### config.mk
export PLATFORM = sky130hd
export DESIGN_NAME = posting_block_varbyte_encoder
export DESIGN_NICKNAME = d
export VERILOG_FILES = /design/src/sv/pbve_pkg.sv /design/src/sv/pbve_varbyte.sv /design/src/sv/posting_block_varbyte_encoder.sv
export SDC_FILE = /design/constraint.sdc
export NUM_CORES = 1
export LEC_CHECK = 0
export BUFFER_PORTS_ARGS = -buffer_cell sky130_fd_sc_hd__buf_2
export CAP_MARGIN = 20
export CORE_MARGIN = 1
export CORE_UTILIZATION = 45
export DETAILED_ROUTE_END_ITERATION = 7
export PLACE_DENSITY_LB_ADDON = 0.25
export SLEW_MARGIN = 25
export SYNTH_ARGS = -nofsm -noshare
export SYNTH_HDL_FRONTEND = slang
export SYNTH_SLANG_ARGS = --single-unit
### constraint.sdc
create_clock -name clock -period 18.3 [get_ports clock]
set_input_delay 1.83 -clock clock [delete_from_list [all_inputs] [get_ports clock]]
set_output_delay 1.83 -clock clock [all_outputs]
set_load 0.01 [all_outputs]
### src/sv/pbve_pkg.sv
// Package for the posting block varbyte encoder.
// Shared widths, varbyte constants and the encoded-value struct; no dependencies.
package pbve_pkg;

   localparam int unsigned ID_W      = 32;
   localparam int unsigned FREQ_W    = 32;
   localparam int unsigned CODE_W    = 40;
   localparam int unsigned LEN_W     = 3;
   localparam int unsigned SUM_W     = 13;
   localparam int unsigned COUNT_W   = 32;
   localparam int unsigned VB_GROUPS = 5;

   localparam logic [6:0] VB_MASK  = 7'h7F;
   localparam logic [7:0] VB_MORE  = 8'h80;
   localparam int unsigned VB_SHIFT = 7;

   localparam int unsigned REQ_DATA_W = 64;
   localparam int unsigned RSP_DATA_W = 176;

   typedef struct packed {
      logic [CODE_W-1:0] code;
      logic [LEN_W-1:0]  len;
   } vb_code_type;

endpackage

### src/sv/pbve_varbyte.sv
// Varbyte encoder for one 32-bit value: five 7-bit groups, low group first.
// Depends on pbve_pkg.
module pbve_varbyte (
   input  logic [31:0]         value,
   output pbve_pkg::vb_code_type enc
);

   logic [31:0]                  rest [pbve_pkg::VB_GROUPS+1];
   logic [pbve_pkg::CODE_W-1:0]  code;
   logic [pbve_pkg::LEN_W-1:0]   len;

   // Byte i is zero on its own when nothing remains from group i up, so no
   // per-byte length masking is needed.
   always_comb begin
      code = '0;
      len  = '0;
      for (int i = 0; i <= pbve_pkg::VB_GROUPS; i++) begin
         rest[i] = value >> (pbve_pkg::VB_SHIFT * i);
      end
      for (int i = 0; i < pbve_pkg::VB_GROUPS; i++) begin
         code[8*i +: 8] = ((rest[i+1] != '0) ? pbve_pkg::VB_MORE : 8'h00)
                        | {1'b0, rest[i][6:0] & pbve_pkg::VB_MASK};
         if (rest[i] != '0) begin
            len = pbve_pkg::LEN_W'(i + 1);
         end
      end
   end

   assign enc.code = code;
   assign enc.len  = len;

endmodule

### src/sv/posting_block_varbyte_encoder.sv
// Top level of the posting block varbyte encoder.
// Depends on pbve_pkg and pbve_varbyte.
//
// Takes one posting per transaction on req_*: doc_id and freq in req_tdata,
// the end-of-list mark on req_tlast. Each posting gives exactly one result on
// rsp_*: the varbyte codes of the docid delta and of the frequency, the list
// posting count, and, when the posting closes a block (rsp_tlast), the
// block's last id and its docid/freq byte totals. rsp_tuser flags an id that
// went backwards (the delta wrapped modulo 2^32).
// A block closes after POSTINGS_PER_BLK postings or at the end of a list;
// the delta base returns to zero at each block start.
// Between req acceptance and rsp_tvalid lie an input register and a result
// register, with the delta, encoding and running sums between them. One
// posting per cycle is sustained while the receiver keeps rsp_tready high;
// the per-block state is updated in the same cycle the result register loads,
// so consecutive postings never wait on each other.
// When the receiver stalls, both stages hold and req_tready falls once they
// are full. Synchronous reset empties both stages and clears the previous id,
// block fill, byte sums and list count.
module posting_block_varbyte_encoder #(
   parameter int unsigned POSTINGS_PER_BLK = 128
) (
   input  logic         clock,
   input  logic         reset,
   input  logic         req_tvalid,
   output logic         req_tready,
   input  logic [63:0]  req_tdata,   // doc_id[31:0], freq[63:32]
   input  logic         req_tlast,   // list_end
   output logic         rsp_tvalid,
   input  logic         rsp_tready,
   output logic [175:0] rsp_tdata,   // delta_code[39:0], delta_len[42:40],
                                     // freq_code[82:43], freq_len[85:83],
                                     // block_last_id[117:86],
                                     // block_id_bytes[130:118],
                                     // block_freq_bytes[143:131],
                                     // posting_count[175:144]
   output logic         rsp_tlast,   // block_done
   output logic         rsp_tuser    // out_of_order
);

   localparam int unsigned FILL_W = $clog2(POSTINGS_PER_BLK + 1);

   // input stage
   logic                          s1_valid_ff;
   logic [pbve_pkg::ID_W-1:0]     s1_id_ff;
   logic [pbve_pkg::FREQ_W-1:0]   s1_freq_ff;
   logic                          s1_last_ff;

   // block state
   logic [pbve_pkg::ID_W-1:0]     prev_id_ff,  prev_id_in;
   logic [FILL_W-1:0]             block_fill_ff, block_fill_in;
   logic [pbve_pkg::SUM_W-1:0]    id_sum_ff,   id_sum_in;
   logic [pbve_pkg::SUM_W-1:0]    freq_sum_ff, freq_sum_in;
   logic [pbve_pkg::COUNT_W-1:0]  list_count_ff, list_count_in;

   // result stage
   logic                          rsp_valid_ff;
   logic [pbve_pkg::RSP_DATA_W-1:0] rsp_data_ff, rsp_data_in;
   logic                          rsp_last_ff, rsp_last_in;
   logic                          rsp_user_ff, rsp_user_in;

   logic                          out_ready;
   logic                          s1_advance;
   logic [pbve_pkg::ID_W-1:0]     delta;
   pbve_pkg::vb_code_type         delta_enc;
   pbve_pkg::vb_code_type         freq_enc;
   logic [pbve_pkg::SUM_W-1:0]    id_sum_next;
   logic [pbve_pkg::SUM_W-1:0]    freq_sum_next;
   logic [FILL_W-1:0]             fill_next;
   logic [pbve_pkg::COUNT_W-1:0]  count_next;
   logic                          done;

   assign out_ready  = !rsp_valid_ff || rsp_tready;
   assign s1_advance = s1_valid_ff && out_ready;
   assign req_tready = !s1_valid_ff || out_ready;

   always_ff @(posedge clock) begin
      if (reset) begin
         s1_valid_ff <= 1'b0;
      end else if (req_tready) begin
         s1_valid_ff <= req_tvalid;
      end
   end

   always_ff @(posedge clock) begin
      if (req_tvalid && req_tready) begin
         s1_id_ff   <= req_tdata[31:0];
         s1_freq_ff <= req_tdata[63:32];
         s1_last_ff <= req_tlast;
      end
   end

   assign delta = s1_id_ff - prev_id_ff;

   pbve_varbyte u_delta_vb (
      .value (delta),
      .enc   (delta_enc)
   );

   pbve_varbyte u_freq_vb (
      .value (s1_freq_ff),
      .enc   (freq_enc)
   );

   always_comb begin
      id_sum_next   = id_sum_ff + pbve_pkg::SUM_W'(delta_enc.len);
      freq_sum_next = freq_sum_ff + pbve_pkg::SUM_W'(freq_enc.len);
      fill_next     = block_fill_ff + FILL_W'(1);
      count_next    = list_count_ff + pbve_pkg::COUNT_W'(1);
      done          = s1_last_ff || (fill_next == FILL_W'(POSTINGS_PER_BLK));

      rsp_data_in = {count_next,
                     done ? freq_sum_next : '0,
                     done ? id_sum_next   : '0,
                     done ? s1_id_ff      : '0,
                     freq_enc.len, freq_enc.code,
                     delta_enc.len, delta_enc.code};
      rsp_last_in = done;
      rsp_user_in = s1_id_ff < prev_id_ff;

      if (done) begin
         prev_id_in    = '0;
         block_fill_in = '0;
         id_sum_in     = '0;
         freq_sum_in   = '0;
      end else begin
         prev_id_in    = s1_id_ff;
         block_fill_in = fill_next;
         id_sum_in     = id_sum_next;
         freq_sum_in   = freq_sum_next;
      end
      list_count_in = s1_last_ff ? '0 : count_next;
   end

   always_ff @(posedge clock) begin
      if (reset) begin
         prev_id_ff    <= '0;
         block_fill_ff <= '0;
         id_sum_ff     <= '0;
         freq_sum_ff   <= '0;
         list_count_ff <= '0;
      end else if (s1_advance) begin
         prev_id_ff    <= prev_id_in;
         block_fill_ff <= block_fill_in;
         id_sum_ff     <= id_sum_in;
         freq_sum_ff   <= freq_sum_in;
         list_count_ff <= list_count_in;
      end
   end

   always_ff @(posedge clock) begin
      if (reset) begin
         rsp_valid_ff <= 1'b0;
      end else if (out_ready) begin
         rsp_valid_ff <= s1_valid_ff;
      end
   end

   always_ff @(posedge clock) begin
      if (s1_advance) begin
         rsp_data_ff <= rsp_data_in;
         rsp_last_ff <= rsp_last_in;
         rsp_user_ff <= rsp_user_in;
      end
   end

   assign rsp_tvalid = rsp_valid_ff;
   assign rsp_tdata  = rsp_data_ff;
   assign rsp_tlast  = rsp_last_ff;
   assign rsp_tuser  = rsp_user_ff;

   // block fill never reaches the block size: the posting that would fill it closes it
   a_fill_bound: assert property (@(posedge clock) disable iff (reset)
      block_fill_ff < FILL_W'(POSTINGS_PER_BLK))
      else $error("block fill reached block size");

   // block report fields are zero unless the transaction closes a block
   a_report_zero: assert property (@(posedge clock) disable iff (reset)
      rsp_tvalid && !rsp_tlast |-> rsp_tdata[143:86] == '0)
      else $error("block report without block close");

   // a wrapped delta is never zero, so it always has code bytes
   a_wrap_len: assert property (@(posedge clock) disable iff (reset)
      rsp_tvalid && rsp_tuser |-> rsp_tdata[42:40] != '0)
      else $error("out-of-order posting with empty delta code");

   // the closing posting's bytes are included in the block total
   a_sum_incl: assert property (@(posedge clock) disable iff (reset)
      rsp_tvalid && rsp_tlast |-> rsp_tdata[130:118] >= 13'(rsp_tdata[42:40]))
      else $error("block docid byte total below last delta length");

endmodule
==> run_results.csv, run 1 <==
group,metric,value,unit
sta,rsz0062_at_grt,"no",
critical_path,worstPathMaxFanout,5,
detailed_routing,drt-initial-drc-count,589,
hold_path,hp-class,"reg -> reg",
sta,clock-skew-final,0.0158,ns
finish,finalNonFillerCells,1905,
finish,regArea,9060,sq um
sta,finalCritPeriodShare,0.323,
finish,stdcell_area,17300,sq um
critical_path,crit_type,"reg -> reg",
yosys,ys_types,62,
power,leakage,6.51,nW
critical_path,critPathMostFrequentCell,"and3_1",
yosys,seq_area_frac_synth,0.622,
power,max-vdd-ir-drop,0.0759,mV
yosys,ys.flop_type,"edfxtp_1",
cts,cts.sinks,335,
global_route,grt_pass1_vias,9836,
detailed_routing,viasPerCell,5.32,
global_route,grt_pass1_wl,50.7,mm
detailed_routing,drc,0,
sta,fin_setup_tns,0,ns
critical_path,critPathCaptureType,"register",
place,placed_cell_area,16100,sq um
sta,layout_setup_ws,12.39,ns
finish,drive_above_1_share,0.221,
yosys,synth.avg_cell_area,11.7,sq um
cts,post-cts-setup-buffers,0,
yosys,synthCells,1244,
floorplanning,core,31700,sq um
sta,setup_viol,0,
critical_path,cp.arrival,6.28,ns
yosys,post-synth-top-count-cell,"edfxtp_1",
floorplanning,die_area,33100,sq um
yosys,synth_top_area_frac,0.485,
floorplanning,num_rows,65,
cts,cts_resized,0,
sta,relSlewSlack,0.349,
finish,finalNetCount,1587,
yosys,synth_top_cells_by_count,"edfxtp_1, nor2_1, dfxtp_1",
detailed_routing,drt-total-wl,32.0,mm
cts,numCtsBuffers,37,
finish,synthToLayoutAreaGrowth,19.1,%
finish,antennaDiodeCount,0,
yosys,yosysTopAreaCell,"edfxtp_1",
cts,clock_path_buffers,3,
power,p_total,1.78,mW
sta,worst_pin_slew,0.977,ns
finish,multi_input_area,5030,sq um
sta,maxClockFrequency,169,MHz
critical_path,crit_path_max_incr_delay,0.55,ns
cts,clk_latency,0.52,ns
critical_path,cp-start-kind,"register",
critical_path,cpLargestDelayFamily,"simple AND/OR/NAND/NOR gates",
floorplanning,initial_core_util,0.459,
place,portBuffers,240,
finish,fillers,2666,
cts,cts.clk_slew.worst_paths,0.06,ns
place,dp_slack,12.36,ns
yosys,ys_top_cells_by_area,"edfxtp_1, dfxtp_1, nor2_1",
floorplanning,pin_count,249,
global_route,grtUsageTotal,0.192,
sta,fin_hold_ws,0.440,ns
yosys,synthesis.area,14600,sq um
cts,clock-root-buffer,"clkbuf_16",
global_route,grt_max_degree,142,
floorplanning,die_y,182,um
floorplanning,die_w,182,um
global_route,overflow,0,
place,gp_congestion,0.884,
sta,min_period,5.91,ns
status,status,"complete, no violations",
place,hpwl,21.4,mm
yosys,synth_edf_count,235,
critical_path,worst_path_max_delay_cell,"o41ai_2",
finish,fin_util,0.546,
sta,slew_viol_final,0,
yosys,yosys_register_bits,335,
critical_path,path_cells,"ha_1 -> o211ai_1 -> a21oi_1 -> o22ai_2 -> o41ai_2 -> a31oi_2 -> xnor2_1 -> or4_4 -> or4_4 -> a211oi_1 -> fa_1 -> a21oi_1 -> nor2b_1 -> and3_1 -> and3_1 -> and3_1 -> and3_1 -> o21ai_0 -> a21oi_1 -> nor2_1",
power,power_density,103,nW/um^2
cts,cts_tree,"done",
flow_run,cap_violations,0,
yosys,async_flop_share,0,
critical_path,path_buf_inv,0,
yosys,synth_warnings,0,
sta,hold_violations,0,
cts,hold_buffers,0,
detailed_routing,drtPass1Iterations,5,
detailed_routing,wire_per_inst,16.8,um
global_route,antenna_found_initial,0,
critical_path,worstPathRequired,18.67,ns
detailed_routing,vias,10100,
place,place_inst,1838,
detailed_routing,final_antenna_net_count,0,
cts,htree_levels,2,
==> cell usage in the layout, fill, tap and decap left out, types with 5 or more instances in the layout <==
master | netlist | routed
buf_2 | 1 | 239
edfxtp_1 | 235 | 235
nor2_1 | 145 | 143
dfxtp_1 | 100 | 100
a21oi_1 | 82 | 82
nand2_1 | 74 | 74
o21ai_0 | 62 | 62
a22oi_1 | 59 | 59
xnor2_1 | 55 | 55
inv_1 | 51 | 51
nor2b_1 | 40 | 40
ha_1 | 40 | 40
clkbuf_16 | 0 | 37
and3_1 | 36 | 36
xor2_1 | 24 | 24
nand3_1 | 16 | 16
nand3b_1 | 15 | 15
nor3_1 | 12 | 12
nand4_1 | 12 | 12
a21o_1 | 11 | 11
and4_1 | 10 | 10
nor4_1 | 9 | 9
o21ai_1 | 8 | 8
clkinv_2 | 1 | 8
or3_1 | 8 | 8
conb_1 | 1 | 8
buf_4 | 9 | 8
a31oi_1 | 7 | 7
nor3b_1 | 6 | 6
bufinv_16 | 0 | 6
or4_1 | 5 | 5
nand2b_1 | 7 | 5
and2_1 | 6 | 5
o21bai_1 | 5 | 5
clkbuf_8 | 1 | 5
==> report_power, final <==
part	switching, mW	internal, mW
logic	0.0987	0.0527
clock network	0.291	0.477
registers	0.0131	0.849
==> worst paths after layout <==
path / cells after the start / slack (ns) / end / start
max: 20 / 12.39 / id_sum_ff[12] / s1_id_ff[4]
min: 0 / 0.44 / rsp_tdata[72] / s1_freq_ff[26]
max reg2reg: 20 / 12.39 / id_sum_ff[12] / s1_id_ff[4]
min reg2reg: 0 / 0.44 / rsp_tdata[72] / s1_freq_ff[26]
==> flip-flops by register name, indices dropped and copies added, names as in the netlist <==
register,cells
block_fill_ff,8
freq_sum_ff,13
id_sum_ff,13
list_count_ff,32
prev_id_ff,32
rsp_tdata,168
rsp_tlast,1
rsp_tuser,1
rsp_tvalid,1
s1_freq_ff,32
s1_id_ff,32
s1_last_ff,1
s1_valid_ff,1
==> layout make-up <==
| class | count | share of cell area |
|---|---|---|
| multi-input cells | 801 | 0.290 |
| repair buffers | 247 | 0.0725 |
| flip-flops and latches | 335 | 0.523 |
| clock inverters | 22 | 0.0156 |
| inverters | 53 | 0.0120 |
| well taps | 402 | 0.0290 |
| clock buffers | 45 | 0.0580 |
==> metal layers <==
layer,global-route usage,part of all wire
met5,0,0
met4,0.0578,0.023
met3,0.0333,0.060
met2,0.324,0.47
met1,0.254,0.45
==> logic make-up (layout without fill, tap and decap cells) <==
kind of cell,count (synthesis),count (layout),share of synthesized area
compound gates,260,260,0.112
simple gates,406,406,0.140
mux,4,4,0.00275
flops,335,335,0.622
fa+ha+maj,43,43,0.0385
buf+inv,115,367,0.0354
other cells,1,8,0.000258
xor+xnor,80,80,0.0487
(Power assumes the default switching activity.)
==> inputs of run 2 (changes only) <==
--- a/config.mk
+++ b/config.mk
@@ -5,6 +5,7 @@
 export SDC_FILE = /design/constraint.sdc
 export NUM_CORES = 1
 export LEC_CHECK = 0
+export ABC_AREA = 1
 export BUFFER_PORTS_ARGS = -buffer_cell sky130_fd_sc_hd__buf_2
 export CAP_MARGIN = 20
 export CORE_MARGIN = 1
==> constraint.sdc (replaced) <==
create_clock -name clock -period 5.3 [get_ports clock]
set_input_delay 0.53 -clock clock [delete_from_list [all_inputs] [get_ports clock]]
set_output_delay 0.53 -clock clock [all_outputs]
set_load 0.01 [all_outputs]
==> run_results.csv, run 2 <==
group,metric,value,unit
cts,clock_path_buffers,3,
place,hpwl,27.3,mm
finish,synthToLayoutAreaGrowth,17.9,%
yosys,ys_top_cells_by_area,"edfxtp_1, dfxtp_1, nand2_1",
finish,antennaDiodeCount,0,
yosys,yosys_register_bits,335,
hold_path,hp-class,"in -> reg",
detailed_routing,drc,0,
detailed_routing,final_antenna_net_count,0,
critical_path,rr_worst_depth,30,
floorplanning,initial_core_util,0.455,
floorplanning,die_area,35600,sq um
yosys,synth.avg_cell_area,8.95,sq um
global_route,grt_pass1_vias,11500,
status,status,"complete, no violations",
detailed_routing,vias,11900,
power,leakage,7.85,nW
hold_path,hold_depth,1,
floorplanning,num_rows,68,
detailed_routing,viasPerCell,4.79,
power,p_switching,1.44,mW
critical_path,critPathCaptureType,"register",
sta,maxClockFrequency,217,MHz
yosys,ys.flop_type,"edfxtp_1",
cts,post-cts-setup-buffers,0,
cts,cts_tree,"done",
flow_run,cap_violations,0,
place,gp_congestion,0.911,
critical_path,crit_type,"reg -> reg",
cts,clock-root-buffer,"clkbuf_16",
global_route,antenna_found_initial,0,
global_route,grtUsageTotal,0.208,
yosys,synthesis.area,15700,sq um
global_route,overflow,0,
critical_path,crit_path_max_incr_delay,0.42,ns
detailed_routing,drt-initial-drc-count,653,
yosys,synthCells,1752,
sta,slew_viol_final,0,
global_route,grt_pass1_wl,58.9,mm
finish,most-common-layout-cells,"nand2_1, inv_1, buf_2",
sta,worst_pin_slew,0.839,ns
yosys,ys_types,40,
yosys,seq_area_frac_synth,0.577,
yosys,synth_top_area_frac,0.450,
place,portBuffers,240,
power,power_frac_comb,0.099,
sta,relSlewSlack,0.440,
floorplanning,die_y,189,um
yosys,synth_edf_count,235,
power,max-vdd-ir-drop,0.216,mV
cts,hold_buffers,0,
global_route,grt_max_degree,101,
critical_path,critPathMostFrequentCell,"nand2_1",
yosys,async_flop_share,0,
sta,min_period,4.61,ns
yosys,synth_top_cells_by_count,"nand2_1, inv_1, edfxtp_1",
cts,numCtsBuffers,36,
critical_path,worst_path_max_delay_cell,"fa_1",
finish,layout_commonest_cell,"nand2_1",
sta,rsz0062_at_grt,"no",
power,seqPwrFrac,0.498,
critical_path,cpLargestDelayFamily,"simple AND/OR/NAND/NOR gates",
place,placed_cell_area,17400,sq um
cts,cts.sinks,335,
power,swShare,0.240,
finish,finalNetCount,2110,
floorplanning,pin_count,249,
cts,cts_resized,0,
cts,htree_levels,2,
detailed_routing,drt-total-wl,36.9,mm
power,p_total,5.97,mW
sta,hold_violations,0,
critical_path,cp.depth,30,
sta,setup_viol,0,
finish,drive_above_1_share,0.176,
critical_path,cp.arrival,4.84,ns
power,p_int,4.53,mW
critical_path,worstPathRequired,5.53,ns
power,p_clk_frac,0.403,
cts,clk_latency,0.51,ns
power,power_density,323,nW/um^2
critical_path,cp-start-kind,"register",
yosys,yosysTopAreaCell,"edfxtp_1",
detailed_routing,wire_per_inst,14.9,um
finish,largest_register_ffs,168,
yosys,post-synth-top-count-cell,"nand2_1",
floorplanning,die_w,189,um
yosys,synth_warnings,0,
critical_path,path_buf_inv,3,
sta,fin_setup_tns,0,ns
finish,stdcell_area,18500,sq um
cts,cts.clk_slew.worst_paths,0.06,ns
floorplanning,core,34500,sq um
sta,clock-skew-final,0.0144,ns
critical_path,worstPathMaxFanout,4,
detailed_routing,drtPass1Iterations,5,
sta,finalCritPeriodShare,0.870,
## run 2: cell count changes in the layout (fill, tap and decap cells not counted), moves of 40 or more
| cell | previous run | this run |
|---|---|---|
| a22oi_1 | 59 | 3 |
| nand3_1 | 16 | 56 |
| o21ai_0 | 62 | 7 |
| nor2b_1 | 40 | 0 |
| inv_1 | 51 | 298 |
| nand2_1 | 74 | 502 |
## run 2: worst paths after layout
kind / from / to / slack (ns)
worst min register to register: s1_freq_ff[9] / rsp_tdata[53] / 0.43
worst min-delay path: req_tdata[4] / s1_id_ff[4] / 0.19
worst max-delay path: s1_id_ff[0] / rsp_tdata[130] / 0.69
worst max register to register: s1_id_ff[0] / rsp_tdata[130] / 0.69
## run 2: cell families after synthesis
kind of cell,share of synthesized area
adder cells (fa/ha/maj),0.0357
other,0.000239
buffers and inverters,0.0885
AND/OR/NAND/NOR,0.220
XOR/XNOR,0.0341
flip-flops,0.577
AO/OA/AOI/OAI,0.0436
## run 2: final cells by class
type	instances	area (sq um)
flip-flops and latches	335	9060
multi-input cells	1064	5280
clock buffers	46	948
inverters	314	1190
repair buffers	247	1260
well taps	455	569
clock inverters	19	189
fillers	3185	16000
## run 2: power by group through the flow
stage / registers, mW / logic (mW) / clock network [mW]
final: 2.97 / 0.592 / 2.40
after global routing: 2.98 / 0.665 / 2.58
after CTS: 2.97 / 0.601 / 2.46
after detailed placement: 3.03 / 0.598 / 0
after global placement: 3.03 / 0.597 / 0
after floorplan: 3.07 / 0.346 / 0
## run 2: per-stage QoR
stage                     setup WS [ns]  hold WS (ns)  utilization  instances
final                             0.689         0.192        0.537       2480
after detailed placement          0.752         0.423        0.504       2415
after floorplan                   0.412         0.417            -       1759
after global routing              0.298         0.170        0.537       2480
after CTS                         0.715         0.174        0.537       2480
after global placement            0.804         0.425        0.503       2415
## run 2: metal layers
metal / share of wire / wire, um / GRT usage / vias to the layer above
met3: 0.046 / 1700 / 0.0285 / 61
met5: 0 / 0 / 0 / -
met1: 0.42 / 15600 / 0.256 / 5483
met2: 0.50 / 18500 / 0.376 / 299
li1: - / - / - / 6026
met4: 0.028 / 1030 / 0.0636 / 0
==> inputs of run 3 (changes only) <==
--- a/config.mk
+++ b/config.mk
@@ -8,8 +8,9 @@
 export ABC_AREA = 1
 export BUFFER_PORTS_ARGS = -buffer_cell sky130_fd_sc_hd__buf_2
 export CAP_MARGIN = 20
+export CORE_ASPECT_RATIO = 1.2
 export CORE_MARGIN = 1
-export CORE_UTILIZATION = 45
+export CORE_UTILIZATION = 52
 export DETAILED_ROUTE_END_ITERATION = 7
 export PLACE_DENSITY_LB_ADDON = 0.25
 export SLEW_MARGIN = 25
==> run_results.csv, run 3 (synthesis gave the netlist of run 2 again) <==
group,metric,value,unit
status,status,"complete, no violations",
sta,maxClockFrequency,217,MHz
critical_path,critPathCaptureType,"register",
critical_path,cpLargestDelayFamily,"simple AND/OR/NAND/NOR gates",
detailed_routing,final_antenna_net_count,0,
cts,numCtsBuffers,34,
cts,clock_path_buffers,3,
finish,largest_register_ffs,168,
power,leakage,7.86,nW
finish,layout_commonest_cell,"nand2_1",
critical_path,cp-start-kind,"register",
detailed_routing,drt-total-wl,35.7,mm
power,power_density,329,nW/um^2
power,max-vdd-ir-drop,0.247,mV
finish,finalNetCount,2105,
cts,post-cts-setup-buffers,0,
sta,finalCritPeriodShare,0.870,
floorplanning,core,29600,sq um
sta,relSlewSlack,0.419,
cts,hold_buffers,0,
critical_path,crit_type,"reg -> reg",
power,p_total,6.08,mW
sta,worst_pin_slew,0.872,ns
flow_run,cap_violations,0,
hold_path,hp-class,"in -> reg",
critical_path,critPathMostFrequentCell,"nand2_1",
critical_path,path_buf_inv,2,
global_route,grt_pass1_wl,56.5,mm
critical_path,worstPathMaxFanout,4,
power,p_int,4.64,mW
place,gp_congestion,0.929,
detailed_routing,drt-initial-drc-count,770,
detailed_routing,vias,11900,
floorplanning,die_y,192,um
place,placed_cell_area,17300,sq um
place,hpwl,25.6,mm
global_route,grtUsageTotal,0.232,
detailed_routing,wire_per_inst,14.8,um
floorplanning,initial_core_util,0.530,
cts,cts_resized,0,
power,swShare,0.236,
detailed_routing,viasPerCell,4.93,
place,portBuffers,240,
finish,drive_above_1_share,0.176,
critical_path,crit_path_max_incr_delay,0.41,ns
finish,synthToLayoutAreaGrowth,17.6,%
floorplanning,die_w,161,um
power,power_frac_comb,0.096,
detailed_routing,drtPass1Iterations,6,
sta,rsz0062_at_grt,"no",
sta,layout_setup_ws,0.688,ns
sta,clock-skew-final,0.0145,ns
place,dp_slack,0.779,ns
finish,most-common-layout-cells,"nand2_1, inv_1, buf_2",
power,seqPwrFrac,0.489,
detailed_routing,drc,0,
floorplanning,pin_count,249,
global_route,grt_max_degree,114,
finish,stdcell_area,18400,sq um
power,p_switching,1.44,mW
floorplanning,die_area,30900,sq um
cts,cts.sinks,335,
cts,cts.clk_slew.worst_paths,0.06,ns
cts,clk_latency,0.52,ns
sta,hold_violations,0,
global_route,grt_pass1_vias,11300,
sta,fin_setup_tns,0,ns
global_route,overflow,0,
critical_path,worst_path_max_delay_cell,"fa_1",
cts,htree_levels,2,
critical_path,cp.arrival,5.04,ns
sta,slew_viol_final,0,
sta,setup_viol,0,
floorplanning,num_rows,69,
global_route,antenna_found_initial,1,
critical_path,worstPathRequired,5.73,ns
sta,min_period,4.61,ns
power,p_clk_frac,0.414,
cts,clock-root-buffer,"clkbuf_16",
cts,cts_tree,"done",
[run 3: area by class of cell]
| cell class | count | area [sq um] |
|---|---|---|
| clock inverter | 18 | 262 |
| sequential | 335 | 9060 |
| timing repair buffer | 244 | 1240 |
| multi-input combinational | 1064 | 5290 |
| fill | 2515 | 11200 |
| clock buffer | 44 | 918 |
| tap | 390 | 488 |
| antenna | 2 | 5.00 |
| inverter | 314 | 1190 |
[run 3: metal layers]
metal	global-route usage	up-vias	wire, um
met3	0.0340	64	1530
met2	0.427	330	18600
met5	0	-	0
li1	-	6006	-
met4	0.0842	0	1030
met1	0.275	5491	14500
[run 3: metrics by stage]
| stage | util | instances | hold WS (ns) |
|---|---|---|---|
| detailed placement | 0.583 | 2347 | 0.435 |
| global route | 0.623 | 2411 | 0.152 |
| CTS | 0.623 | 2409 | 0.155 |
| floorplan | - | 1759 | 0.417 |
| global placement | 0.582 | 2347 | 0.422 |
| finish | 0.623 | 2411 | 0.179 |
[run 3: power by group through the flow]
stage / combinational [mW] / clock, mW / sequential (mW)
finish: 0.585 / 2.52 / 2.97
global placement: 0.582 / 0 / 3.03
floorplan: 0.346 / 0 / 3.07
detailed placement: 0.586 / 0 / 3.03
CTS: 0.589 / 2.57 / 2.98
global route: 0.652 / 2.68 / 2.98
[run 3: worst paths after layout]
path / start / to / slack, ns / depth (start not counted)
setup / recovery: s1_id_ff[0] / id_sum_ff[12] / 0.69 / 29
hold / removal: req_tdata[6] / s1_id_ff[6] / 0.18 / 1
setup reg to reg: s1_id_ff[0] / id_sum_ff[12] / 0.69 / 29
hold reg to reg: s1_freq_ff[11] / rsp_tdata[55] / 0.45 / 0
